## config.mk

```make
export PLATFORM = sky130hd
export DESIGN_NAME = tccw_ctrl
export DESIGN_NICKNAME = d
export VERILOG_FILES = /design/src/design/tccw_pkg.sv /design/src/design/tccw_ctrl.sv
export SDC_FILE = /design/constraint.sdc
export NUM_CORES = 1
export LEC_CHECK = 0
export ABC_AREA = 1
export BUFFER_PORTS_ARGS = -buffer_cell sky130_fd_sc_hd__buf_4
export CAP_MARGIN = 20
export CORE_AREA = 2 2 39 41
export DETAILED_ROUTE_END_ITERATION = 12
export DIE_AREA = 0 0 41 43
export PLACE_DENSITY = 0.56
export SLEW_MARGIN = 25
export SYNTH_ARGS = -nofsm -noshare
export SYNTH_HDL_FRONTEND = slang
export SYNTH_SLANG_ARGS = --single-unit
```

## constraint.sdc

```tcl
create_clock -name clk -period 2.6 [get_ports clk]
set_input_delay 0.13 -clock clk [delete_from_list [all_inputs] [get_ports clk]]
set_output_delay 0.13 -clock clk [all_outputs]
set_load 0.005 [all_outputs]
```

## src/design/tccw_pkg.sv

```systemverilog
`default_nettype none
// ---------------------------------------------------------------------------
// tccw_pkg
// Shared constants, codes and control types for the text console writer.
// ---------------------------------------------------------------------------
package tccw_pkg;

  // screen geometry
  localparam int COLUMNS    = 80;
  localparam int ROWS       = 25;
  localparam int CELL_COUNT = COLUMNS * ROWS;
  localparam int LAST_ROW   = CELL_COUNT - COLUMNS;

  localparam int ADDR_W = $clog2(CELL_COUNT);
  localparam int CUR_W  = $clog2(CELL_COUNT + 1);
  localparam int COL_W  = $clog2(COLUMNS);

  // stream field widths
  localparam int CMD_W   = 2;
  localparam int CHAR_W  = 8;
  localparam int RIDX_W  = 11;
  localparam int POS_W   = 11;
  localparam int ATTR_W  = 8;
  localparam int CELL_W  = CHAR_W + ATTR_W;

  localparam int IN_DATA_W  = ((CHAR_W + RIDX_W + 7) / 8) * 8;
  localparam int OUT_BITS   = POS_W + CHAR_W + ATTR_W + 2;
  localparam int OUT_DATA_W = ((OUT_BITS + 7) / 8) * 8;

  // commands
  localparam logic [CMD_W-1:0] CMD_PUT   = 2'd0;
  localparam logic [CMD_W-1:0] CMD_READ  = 2'd1;
  localparam logic [CMD_W-1:0] CMD_CLEAR = 2'd2;

  // character codes
  localparam logic [CHAR_W-1:0] CH_NEWLINE   = 8'h0A;
  localparam logic [CHAR_W-1:0] CH_BACKSPACE = 8'h08;
  localparam logic [CHAR_W-1:0] CH_COLON     = 8'h3A;
  localparam logic [CHAR_W-1:0] CH_BLANK     = 8'h20;
  localparam logic [ATTR_W-1:0] BLANK_ATTR   = 8'h07;
  localparam logic [ATTR_W-1:0] ATTR_RESET   = 8'h0F;

  // controller -> datapath
  typedef struct packed {
    logic accept;       // latch a new item, issue its cell read
    logic finish;       // final update and result load
    logic cnt_init_clr;
    logic cnt_init_cp;
    logic cnt_init_fl;
    logic clr_step;     // blank one cell of the full screen
    logic cp_step;      // one step of the row copy
    logic fl_step;      // blank one cell of the bottom row
  } tccw_cmd_t;

  // datapath -> controller
  typedef struct packed {
    logic need_clear;
    logic need_scroll;
    logic cnt_last;     // counter on the last cell
    logic cnt_end;      // counter one past the last cell
    logic out_free;
  } tccw_stat_t;

endpackage
`default_nettype wire

```

## src/design/tccw_ctrl.sv

```systemverilog
`default_nettype none
// ---------------------------------------------------------------------------
// tccw_ctrl
// Controller: sequences the reset clear, item execution, screen clear and
// scroll sweeps of the console datapath.
// ---------------------------------------------------------------------------
module tccw_ctrl
  import tccw_pkg::*;
(
  input  wire logic       clk,
  input  wire logic       rst_n,
  input  wire logic       in_valid,
  output logic            in_ready,
  input  wire tccw_stat_t stat,
  output tccw_cmd_t       cmd
);

  localparam logic [2:0] S_RST_CLR = 3'd0;
  localparam logic [2:0] S_IDLE    = 3'd1;
  localparam logic [2:0] S_EXEC    = 3'd2;
  localparam logic [2:0] S_CLR     = 3'd3;
  localparam logic [2:0] S_CP      = 3'd4;
  localparam logic [2:0] S_FL      = 3'd5;

  logic [2:0] state_r, state_nxt;

  always_comb begin
    state_nxt = state_r;
    cmd       = '0;
    in_ready  = 1'b0;
    case (state_r)
      S_RST_CLR: begin
        cmd.clr_step = 1'b1;
        if (stat.cnt_last) begin
          state_nxt = S_IDLE;
        end
      end
      S_IDLE: begin
        in_ready = 1'b1;
        if (in_valid) begin
          cmd.accept = 1'b1;
          state_nxt  = S_EXEC;
        end
      end
      S_EXEC: begin
        if (stat.need_clear) begin
          cmd.cnt_init_clr = 1'b1;
          state_nxt        = S_CLR;
        end else if (stat.need_scroll) begin
          cmd.cnt_init_cp = 1'b1;
          state_nxt       = S_CP;
        end else if (stat.out_free) begin
          cmd.finish = 1'b1;
          state_nxt  = S_IDLE;
        end
      end
      S_CLR: begin
        cmd.clr_step = 1'b1;
        if (stat.cnt_last) begin
          state_nxt = S_EXEC;
        end
      end
      S_CP: begin
        if (stat.cnt_end) begin
          // last copy write drains this cycle
          cmd.cnt_init_fl = 1'b1;
          state_nxt       = S_FL;
        end else begin
          cmd.cp_step = 1'b1;
        end
      end
      S_FL: begin
        cmd.fl_step = 1'b1;
        if (stat.cnt_last) begin
          state_nxt = S_EXEC;
        end
      end
      default: begin
        state_nxt = S_IDLE;
      end
    endcase
  end

  always_ff @(posedge clk) begin
    if (!rst_n) begin
      state_r <= S_RST_CLR;
    end else begin
      state_r <= state_nxt;
    end
  end

endmodule
`default_nettype wire

```

==> results by group, run 1 <==
Run status
  • Status: completed

Setup path
  • Critical Path Fanout Max: 9
  • Crit-path slowest cell: dfxtp_1
  • Crit. End Element: output port
  • Critical path required time: approximately 2.5 ns
  • Worst Setup Start Kind: flop
  • CP peak stage delay: between 0.6 and 0.7 ns
  • Cell Chain, Critical Path: inv_6, nor2_4, nand3_4, nor3_1, buf_4
  • CP bufs+invs: 2
  • Crit path max-delay family: flip-flops
  • Setup CP Type: flop to output port
  • Critical path arrival: roughly 1.4 ns

Synthesis
  • Cell area after synthesis: 394 µm²
  • Ys Warns: 0
  • Netlist cell types: 19
  • Post-synthesis cell count: 60
  • Syn_area_per_cell: 6.57 µm²
  • FF+latch count, synth: 3
  • Syn nets: just under 70
  • Sequential element share of the synthesized area: 0.152

CTS
  • TritonCTS clock tree: yes
  • Reg clk slew, reported paths: 0.03 ns
  • Setup bufs post-CTS: 0
  • CTS Hold Bufs: 0
  • Total CTS buffers: 3
  • Root buf cell: clkbuf_4
  • Max Root-Sink Buffers: 2
  • Htree depth: 1
  • TritonCTS Sinks: 3
  • Worst-skew pair later-pin latency: 0.23 ns
  • Resized cells post-CTS: 0

Global route
  • Initial antenna violation count: 0
  • Largest net degree at the start of global routing: 10
  • GRT Util Overall: 0.108
  • Vias in the first global route: around 360
  • Gr ovfl total: 0
  • First-pass GRT wire length: approximately 1.3 mm

Detailed routing
  • Router iterations before antenna repair: 4
  • Wirelength per Cell: roughly 8.5 µm
  • Vias per inst: roughly 4.3
  • DR iter-0 viols: 3
  • Number of remaining DRC errors: 0
  • Antenna-violating nets left: 0
  • Final wirelength: slightly below 800 µm
  • Via count: between 400 and 500

STA
  • Endpoints failing hold: 0
  • Least-Margin Pin Slew: 0.481 ns
  • Slew margin rel.: 0.679
  • Fmax: 0.674 GHz
  • RSZ-0062 raised after global routing: no
  • Setup Skew: about 0.0027 ns
  • Tcrit/Tclk final: 0.571
  • Minimum clock period: 1.48 ns
  • Final count of negative-setup-slack endpoints: 0
  • Setup TNS: 0 ns
  • Final Max Tran Viols: 0

Power
  • Max VDD drop: approximately 570 µV
  • Pwr dens: 1030 mW/mm²
  • Leak pwr: between 0.2 and 0.3 nW
  • Total power: between 0.5 and 0.6 mW

Layout
  • Max reg flops: 3
  • Share of cells above drive strength 1: 0.429
  • Antenna Cells: 0
  • Area grow syn2layout: 34.6%
  • Final std cells w/o fill: 93
  • Fillcell total: 157
  • Layout Nets: 86
  • Reg with most FFs: state_r
  • Core Util, Final: 0.383
  • Biggest regs: state_r x3

Floorplanning
  • Die ar.: ~0.0018 mm²
  • Core area: between 0.001 and 0.0015 mm²
  • Row cnt: 14
  • Die X: 41 µm
  • Initial Util: 0.285
  • IO Count: 17
  • Die height: about 43 µm

Job
  • Max cap viols: 0

Placed design
  • Dpl cells: around 90
  • Gp weighted congestion: roughly 0.73
  • Buffers on Ports: 16
  • HPWL after DPL: around 670 µm

Hold path
  • Worst Hold Class: input port to flop
-- cell families after synthesis --
| kind of cell | synth area share |
|---|---|
| AO/OA/AOI/OAI | 0.0825 |
| flip-flops | 0.152 |
| buffers and inverters | 0.210 |
| AND/OR/NAND/NOR | 0.556 |
-- cells in the final DEF (no fill, tap or decap), types with 2 or more instances in the layout --
cell type and count:
nor2_4 4, nor4_1 2, nand2_1 7, a21oi_1 5
nand2_2 3, inv_1 9, nor3_1 4, nor2_1 6
clkbuf_4 3, buf_4 16, nand3_2 2, nand3_1 6
dfxtp_1 3
-- final cells by class --
| cell class | instances | area [µm²] | share of cell area |
|---|---|---|---|
| sequential | 3 | 60.1 | 0.113 |
| timing repair buffer | 16 | 120 | 0.226 |
| multi-input combinational | 42 | 251 | 0.474 |
| clock buffer | 4 | 26.3 | 0.0495 |
| tap | 16 | 20.0 | 0.0377 |
| inverter | 12 | 52.6 | 0.0991 |
-- metal layers --
layer,up-vias,wire length [µm],global-route usage,share of wire
met5,-,0,0,0
met4,0,0,0.0200,0
met3,0,42,0.0628,0.053
met2,11,355,0.156,0.45
met1,165,390,0.137,0.49
li1,225,-,-,-
-- path summary, 6_finish.rpt --
check,startpoint,end,slack [ns],cells after the start
max reg2reg,state_r[1],state_r[1],1.26,7
min,rst_n,state_r[1],0.14,3
min reg2reg,state_r[0],state_r[0],0.67,2
max,state_r[1],cmd[6],1.12,5
-- synth_stat cells --
library cell	instances	share of area
nand2_1	7	0.067
buf_6	2	0.057
nor2_1	6	0.057
nand2_2	3	0.048
buf_4	1	0.019
a22oi_1	1	0.019
inv_4	1	0.016
nor3_1	4	0.051
nor2_4	4	0.11
a21oi_1	5	0.063
nand3_1	6	0.076
inv_2	1	0.0095
nor4_1	2	0.032
nor2_2	1	0.016
inv_1	9	0.086
nand3_4	1	0.044
nand3_2	2	0.051
inv_6	1	0.022
dfxtp_1	3	0.15
-- report_power, final --
| group | switching, mW | internal, mW | total, mW | leakage, nW |
|---|---|---|---|---|
| clock | 0.0215 | 0.0573 | 0.0788 | 0.0150 |
| combinational | 0.176 | 0.155 | 0.331 | 0.246 |
| sequential | 0.0681 | 0.0675 | 0.136 | 0.0249 |
| total | 0.265 | 0.280 | 0.545 | 0.286 |
-- worst min-delay path, cell delays in order --
cell and delay, ns:
buf_4 0.09, nand2_1 0.04, nor2_1 0.07
-- metrics by stage --
stage | setup slack [ns] | cell area [µm²] | hold WS (ns)
detailed placement | 1.25 | 504 | 0.376
finish | 1.12 | 531 | 0.141
floorplan | 1.53 | 394 | 0.251
global placement | 1.24 | 504 | 0.379
global route | 0.999 | 531 | 0.142
CTS | 1.09 | 531 | 0.139
No activity file was read; power rests on OpenSTA's default activity.
==> run 2, diff against run 1 <==
--- a/config.mk
+++ b/config.mk
@@ -11,7 +11,7 @@
 export CORE_AREA = 2 2 39 41
 export DETAILED_ROUTE_END_ITERATION = 12
 export DIE_AREA = 0 0 41 43
-export PLACE_DENSITY = 0.56
+export PLACE_DENSITY = 0.58
 export SLEW_MARGIN = 25
 export SYNTH_ARGS = -nofsm -noshare
 export SYNTH_HDL_FRONTEND = slang
==> constraint.sdc (replaced) <==
create_clock -name clk -period 1.2 [get_ports clk]
set_input_delay 0.06 -clock clk [delete_from_list [all_inputs] [get_ports clk]]
set_output_delay 0.06 -clock clk [all_outputs]
set_load 0.005 [all_outputs]
==> results by group, run 2 (synthesized netlist as in run 1, its figures left out) <==
Detailed routing
  • Final wirelength: 990 µm (+26%)
  • Number of remaining DRC errors: 0 (unchanged)
  • Wirelength per Cell: 9.71 µm (+15%)
  • Via count: 471 (+17%)
  • Router iterations before antenna repair: 2 (-2)
  • Antenna-violating nets left: 0 (unchanged)
  • DR iter-0 viols: 2 (-1)
  • Vias per inst: 4.62 (+7.1%)

Setup path
  • Crit path max-delay family: flip-flops
  • Crit. End Element: output port
  • Setup CP Type: flop to output port
  • CP Launch Point: state_r[0]
  • Critical Path Fanout Max: 6 (-3)
  • CP bufs+invs: 2 (unchanged)
  • FF-to-FF Start: state_r[0]
  • Critical path arrival: 1.17 ns (-0.18 ns)
  • Cell Chain, Critical Path: buf_6, nor2_4, nand3_4, nor3_2, buf_4
  • Crit-path slowest cell: dfxtp_4
  • Worst Setup Start Kind: flop
  • CP peak stage delay: 0.36 ns (-0.25 ns)
  • FF-to-FF setup slack: 0.06 ns (-1.20 ns)
  • WP depth: 5 (unchanged)
  • Critical path required time: 1.14 ns (-1.33 ns)
  • Worst r2r dst: state_r[2]
  • Critical Path End: cmd[6]
  • Worst reg2reg path depth: 7 (unchanged)

STA
  • Least-Margin Pin Slew: 0.239 ns (-0.242 ns)
  • Endpoints failing hold: 0 (unchanged)
  • RSZ-0062 raised after global routing: yes
  • Final count of negative-setup-slack endpoints: 5 (+5)
  • Slew margin rel.: 0.839 (+0.160)
  • Fmax: between 0.8 and 0.9 GHz
  • Minimum clock period: approximately 1.2 ns
  • Final worst slack: -0.0300 ns (-1.15 ns)
  • Tcrit/Tclk final: 1.02
  • Final Max Tran Viols: 0 (unchanged)
  • Setup Skew: 0.0106 ns (+0.00792 ns)
  • Setup TNS: -0.0611 ns (-0.0611 ns)

Layout
  • Fillcell total: 150 (-4.5%)
  • Biggest regs: state_r x3
  • Area grow syn2layout: 62.2%
  • Commonest non-fill, non-tap cell in the layout: buf_4
  • Most frequent cells in the layout: buf_4 (24), inv_1 (8), nand2_1 (7)
  • Share of cells above drive strength 1: 0.605 (+0.176)
  • Antenna Cells: 0 (unchanged)
  • Reg with most FFs: state_r
  • Max reg flops: 3 (unchanged)
  • Layout Nets: 95 (+10%)
  • Core Util, Final: 0.462 (+0.0787)

Power
  • Register share of total power: 0.196 (-0.053)
  • Psw: 0.683 mW (+160%)
  • Clock network power share: 0.128 (-0.016)
  • Leak pwr: 0.334 nW (+17%)
  • Pwr dens: 2310 mW/mm² (+120%)
  • Max VDD drop: 861 µV (+52%)
  • Sw Ratio: 0.463 (-0.0235)
  • Int Pwr: 0.792 mW (+180%)
  • Combinational fraction of design power: 0.675 (+0.068)

Floorplanning
  • Core area: 0.00138 mm² (unchanged)
  • IO Count: 17 (unchanged)
  • Die X: 41 µm (unchanged)
  • Initial Util: 0.285 (unchanged)
  • Die ar.: 0.00176 mm² (unchanged)
  • Row cnt: 14 (unchanged)
  • Die height: 43 µm (unchanged)

CTS
  • Reg clk slew, reported paths: 0.04 ns (about the same)
  • Htree depth: 1 (unchanged)
  • Total CTS buffers: 3 (unchanged)
  • Max Root-Sink Buffers: 2 (unchanged)
  • TritonCTS Sinks: 3 (unchanged)
  • Worst-skew pair later-pin latency: 0.25 ns (+0.02 ns)
  • TritonCTS clock tree: yes
  • Root buf cell: clkbuf_4

Global route
  • Initial antenna violation count: 0 (unchanged)
  • Vias in the first global route: 416 (+17%)
  • Gr ovfl total: 0 (unchanged)
  • GRT met2 Usage: 0.206 (+0.0500)
  • Met1 GRT Util: 0.157 (+0.0197)
  • Top Usage Layer GRT: met2
  • Largest net degree at the start of global routing: 9 (-1)
  • First-pass GRT wire length: 1.58 mm (+20%)
  • M3 GR Usage: 0.0157 (-0.0471)
  • GRT Util Overall: 0.133 (+0.0252)

Placed design
  • Gp weighted congestion: 0.768 (+5.4%)
  • HPWL after DPL: 755 µm (+13%)
  • Buffers on Ports: 16 (unchanged)

Job
  • Max cap viols: 0 (unchanged)

Run status
  • Status: finished with violations
  • Failing checks: setup timing

Hold path
  • Worst Hold Class: input port to flop
## run 2: worst min-delay path by stage
stage,from,end,depth (start not counted)
after floorplan,stat[3],cmd[6],1
after global placement,rst_n,state_r[0],3
after detailed placement,rst_n,state_r[0],3
after CTS,rst_n,state_r[0],3
after global routing,rst_n,state_r[1],3
final,rst_n,state_r[1],3
## run 2: repair_timing
action	CTS	global route
gates resized for setup	9	4
endpoints found under the hold margin	0	0
endpoints found under the setup margin	12	11
hold buffers	0	0
pin swaps	3	0
setup buffers	0	1
## run 2: through the flow
step	worst slack [ns]	cells	area, µm²	hold slack (ns)	power [mW]
after global routing	-0.0942	102	639	0.0566	1.60
after detailed placement	-0.122	97	564	0.306	1.16
after floorplan	0.130	60	394	0.156	0.869
final	-0.0300	102	639	0.0504	1.48
after CTS	-0.0389	101	619	0.0490	1.41
after global placement	-0.103	97	564	0.300	1.16
## run 2: power groups by stage
stage / logic, mW / registers (mW) / clock network (mW)
after floorplan: 0.709 / 0.160 / 0
after global placement: 0.896 / 0.264 / 0
after detailed placement: 0.895 / 0.264 / 0
after CTS: 0.934 / 0.288 / 0.192
after global routing: 1.10 / 0.301 / 0.201
final: 0.996 / 0.290 / 0.189
## run 2: cell type report
type	instances	area [µm²]	area share
tap	16	20.0	0.0313
inverter	12	52.6	0.0822
sequential	3	68.8	0.108
timing repair buffer	25	191	0.299
multi-input combinational	42	280	0.438
clock buffer	4	26.3	0.0411
## run 2: routing by layer
metal,vias to the layer above,share of wire,wire length (µm)
met2,13,0.54,530
met5,-,0,0
met4,0,0.021,21
met3,2,0.042,42
met1,209,0.40,396
li1,247,-,-
## run 2: worst reg2reg max path, cell delays in order (launching register included)
cell and delay [ns]:
dfxtp_4 0.36, buf_6 0.13, nor2_4 0.09, nand3_4 0.09, nor2_4 0.12, nor2_4 0.06, a21oi_2 0.12, nor2_1 0.05
==> run 3, diff against run 2 <==
--- a/config.mk
+++ b/config.mk
@@ -7,11 +7,10 @@
 export LEC_CHECK = 0
 export ABC_AREA = 1
 export BUFFER_PORTS_ARGS = -buffer_cell sky130_fd_sc_hd__buf_4
-export CAP_MARGIN = 20
 export CORE_AREA = 2 2 39 41
 export DETAILED_ROUTE_END_ITERATION = 12
 export DIE_AREA = 0 0 41 43
-export PLACE_DENSITY = 0.58
+export PLACE_DENSITY = 0.56
 export SLEW_MARGIN = 25
 export SYNTH_ARGS = -nofsm -noshare
 export SYNTH_HDL_FRONTEND = slang
==> constraint.sdc (replaced) <==
create_clock -name clk -period 1.6 [get_ports clk]
set_input_delay 0.08 -clock clk [delete_from_list [all_inputs] [get_ports clk]]
set_output_delay 0.08 -clock clk [all_outputs]
set_load 0.005 [all_outputs]
==> results by group, run 3 (synthesized netlist as in run 1, its figures left out) <==
Run status
  • Status: completed

Layout
  • Antenna Cells: 0 (unchanged)
  • Area grow syn2layout: 36.5%
  • Commonest non-fill, non-tap cell in the layout: buf_4
  • Share of cells above drive strength 1: 0.436 (-0.169)
  • Biggest regs: state_r x3
  • Max reg flops: 3 (unchanged)
  • Most frequent cells in the layout: buf_4 (17), inv_1 (9), nand2_1 (7)
  • Layout Nets: 87 (-8.4%)
  • Design Area, Final: 538 µm² (-16%)
  • Final std cells w/o fill: 94 (-7.8%)
  • Reg with most FFs: state_r

CTS
  • Htree depth: 1 (unchanged)
  • TritonCTS clock tree: yes
  • Setup bufs post-CTS: 0 (unchanged)
  • TritonCTS Sinks: 3 (unchanged)
  • Worst-skew pair later-pin latency: 0.24 ns (about the same)
  • Max Root-Sink Buffers: 2 (unchanged)
  • Resized cells post-CTS: 0 (-9)
  • Root buf cell: clkbuf_4
  • Total CTS buffers: 3 (unchanged)
  • Reg clk slew, reported paths: 0.04 ns (about the same)
  • CTS Hold Bufs: 0 (unchanged)

Detailed routing
  • DR iter-0 viols: 0 (-2)
  • Via count: 415 (-12%)
  • Vias per inst: 4.41 (-4.4%)
  • Antenna-violating nets left: 0 (unchanged)
  • Wirelength per Cell: 9.45 µm (-2.7%)
  • Router iterations before antenna repair: 1 (-1)
  • Number of remaining DRC errors: 0 (unchanged)
  • Final wirelength: 888 µm (-10%)

Setup path
  • FF-to-FF setup slack: 0.25 ns (+0.19 ns)
  • CP bufs+invs: 2 (unchanged)
  • Worst Setup Start Kind: flop
  • Critical path required time: 1.52 ns (+0.38 ns)
  • Crit. End Element: output port
  • Crit path max-delay family: flip-flops
  • Critical path arrival: 1.37 ns (+0.20 ns)
  • Setup CP Type: flop to output port
  • Crit-path slowest cell: dfxtp_1
  • Cell Chain, Critical Path: inv_6, nor2_4, nand3_4, nor3_1, buf_4
  • CP peak stage delay: 0.61 ns (+0.25 ns)
  • Critical Path Fanout Max: 9 (+3)

Hold path
  • Worst Hold Class: input port to flop

STA
  • Final worst slack: 0.153 ns (+0.183 ns)
  • Slew margin rel.: 0.682 (-0.158)
  • Fmax: 0.691 GHz
  • Least-Margin Pin Slew: 0.477 ns (+0.238 ns)
  • Minimum clock period: ~1.4 ns
  • Setup Skew: 0.00936 ns (-0.00123 ns)
  • Setup TNS: 0 ns (+0.0611 ns)
  • Tcrit/Tclk final: 0.904
  • Final count of negative-setup-slack endpoints: 0 (-5)
  • RSZ-0062 raised after global routing: no
  • Endpoints failing hold: 0 (unchanged)
  • Final Max Tran Viols: 0 (unchanged)

Floorplanning
  • IO Count: 17 (unchanged)
  • Die height: 43 µm (unchanged)
  • Row cnt: 14 (unchanged)
  • Core area: 0.00138 mm² (unchanged)
  • Initial Util: 0.285 (unchanged)
  • Die X: 41 µm (unchanged)
  • Die ar.: 0.00176 mm² (unchanged)

Placed design
  • Cell area after placement: 512 µm² (-9.3%)
  • HPWL after DPL: 726 µm (-3.8%)
  • Buffers on Ports: 16 (unchanged)
  • Gp weighted congestion: 0.782 (+1.8%)
  • Dpl cells: 90 (-7.2%)
  • Pre-CTS setup slack: 0.276 ns (+0.397 ns)

Global route
  • GRT Util Overall: 0.109 (-0.0241)
  • Gr ovfl total: 0 (unchanged)
  • Vias in the first global route: 342 (-18%)
  • Initial antenna violation count: 0 (unchanged)
  • Largest net degree at the start of global routing: 10 (+1)
  • First-pass GRT wire length: 1.29 mm (-18%)

Job
  • Max cap viols: 0 (unchanged)

Power
  • Max VDD drop: 517 µV (-40%)
  • Pwr dens: 1710 mW/mm² (-26%)
  • Leak pwr: 0.291 nW (-13%)
  • Total power: 0.917 mW (-38%)
==> run 3: cell count changes in the layout (fill, tap and decap cells not counted), moves of 2 or more <==
cell and change:
nor3_1 +2, dfxtp_1 +3, nor3_2 -2, dfxtp_4 -2, a21oi_2 -2, buf_4 -7
a21oi_1 +2
==> run 3: cell type report <==
cell class                 count  area (µm²)
fill                         149         846
multi-input combinational     42         251
timing repair buffer          17         128
sequential                     3        60.1
inverter                      12        52.6
clock buffer                   4        26.3
tap                           16        20.0
==> run 3: worst paths after layout <==
| path | from | endpoint | cells after the start |
|---|---|---|---|
| worst max-delay path | state_r[1] | cmd[6] | 5 |
| worst min-delay path | rst_n | state_r[0] | 3 |
| worst max register to register | state_r[1] | state_r[2] | 7 |
| worst min register to register | state_r[0] | state_r[0] | 2 |
==> run 3: tightest hold or removal path, stage by stage <==
cell	delay (ns)
buf_4	0.09
nand2_1	0.05
nor2_1	0.07
==> run 3: layer usage <==
metal,wire (µm),GRT usage,vias up
met2,449,0.175,11
met4,0,0.0800,0
li1,-,-,227
met5,0,0,-
met3,55,0.0157,0
met1,383,0.122,177
==> run 3: stage by stage <==
stage	hold slack, ns	util
after global routing	0.0973	0.389
final	0.0837	0.389
after CTS	0.0802	0.389
after global placement	0.325	0.370
after floorplan	0.196	-
after detailed placement	0.334	0.370
==> run 3: power breakdown <==
| group | switching, mW | leakage (nW) | internal [mW] | total [mW] |
|---|---|---|---|---|
| combinational | 0.306 | 0.251 | 0.265 | 0.571 |
| clock | 0.0447 | 0.0150 | 0.0939 | 0.139 |
| sequential | 0.0984 | 0.0249 | 0.109 | 0.208 |
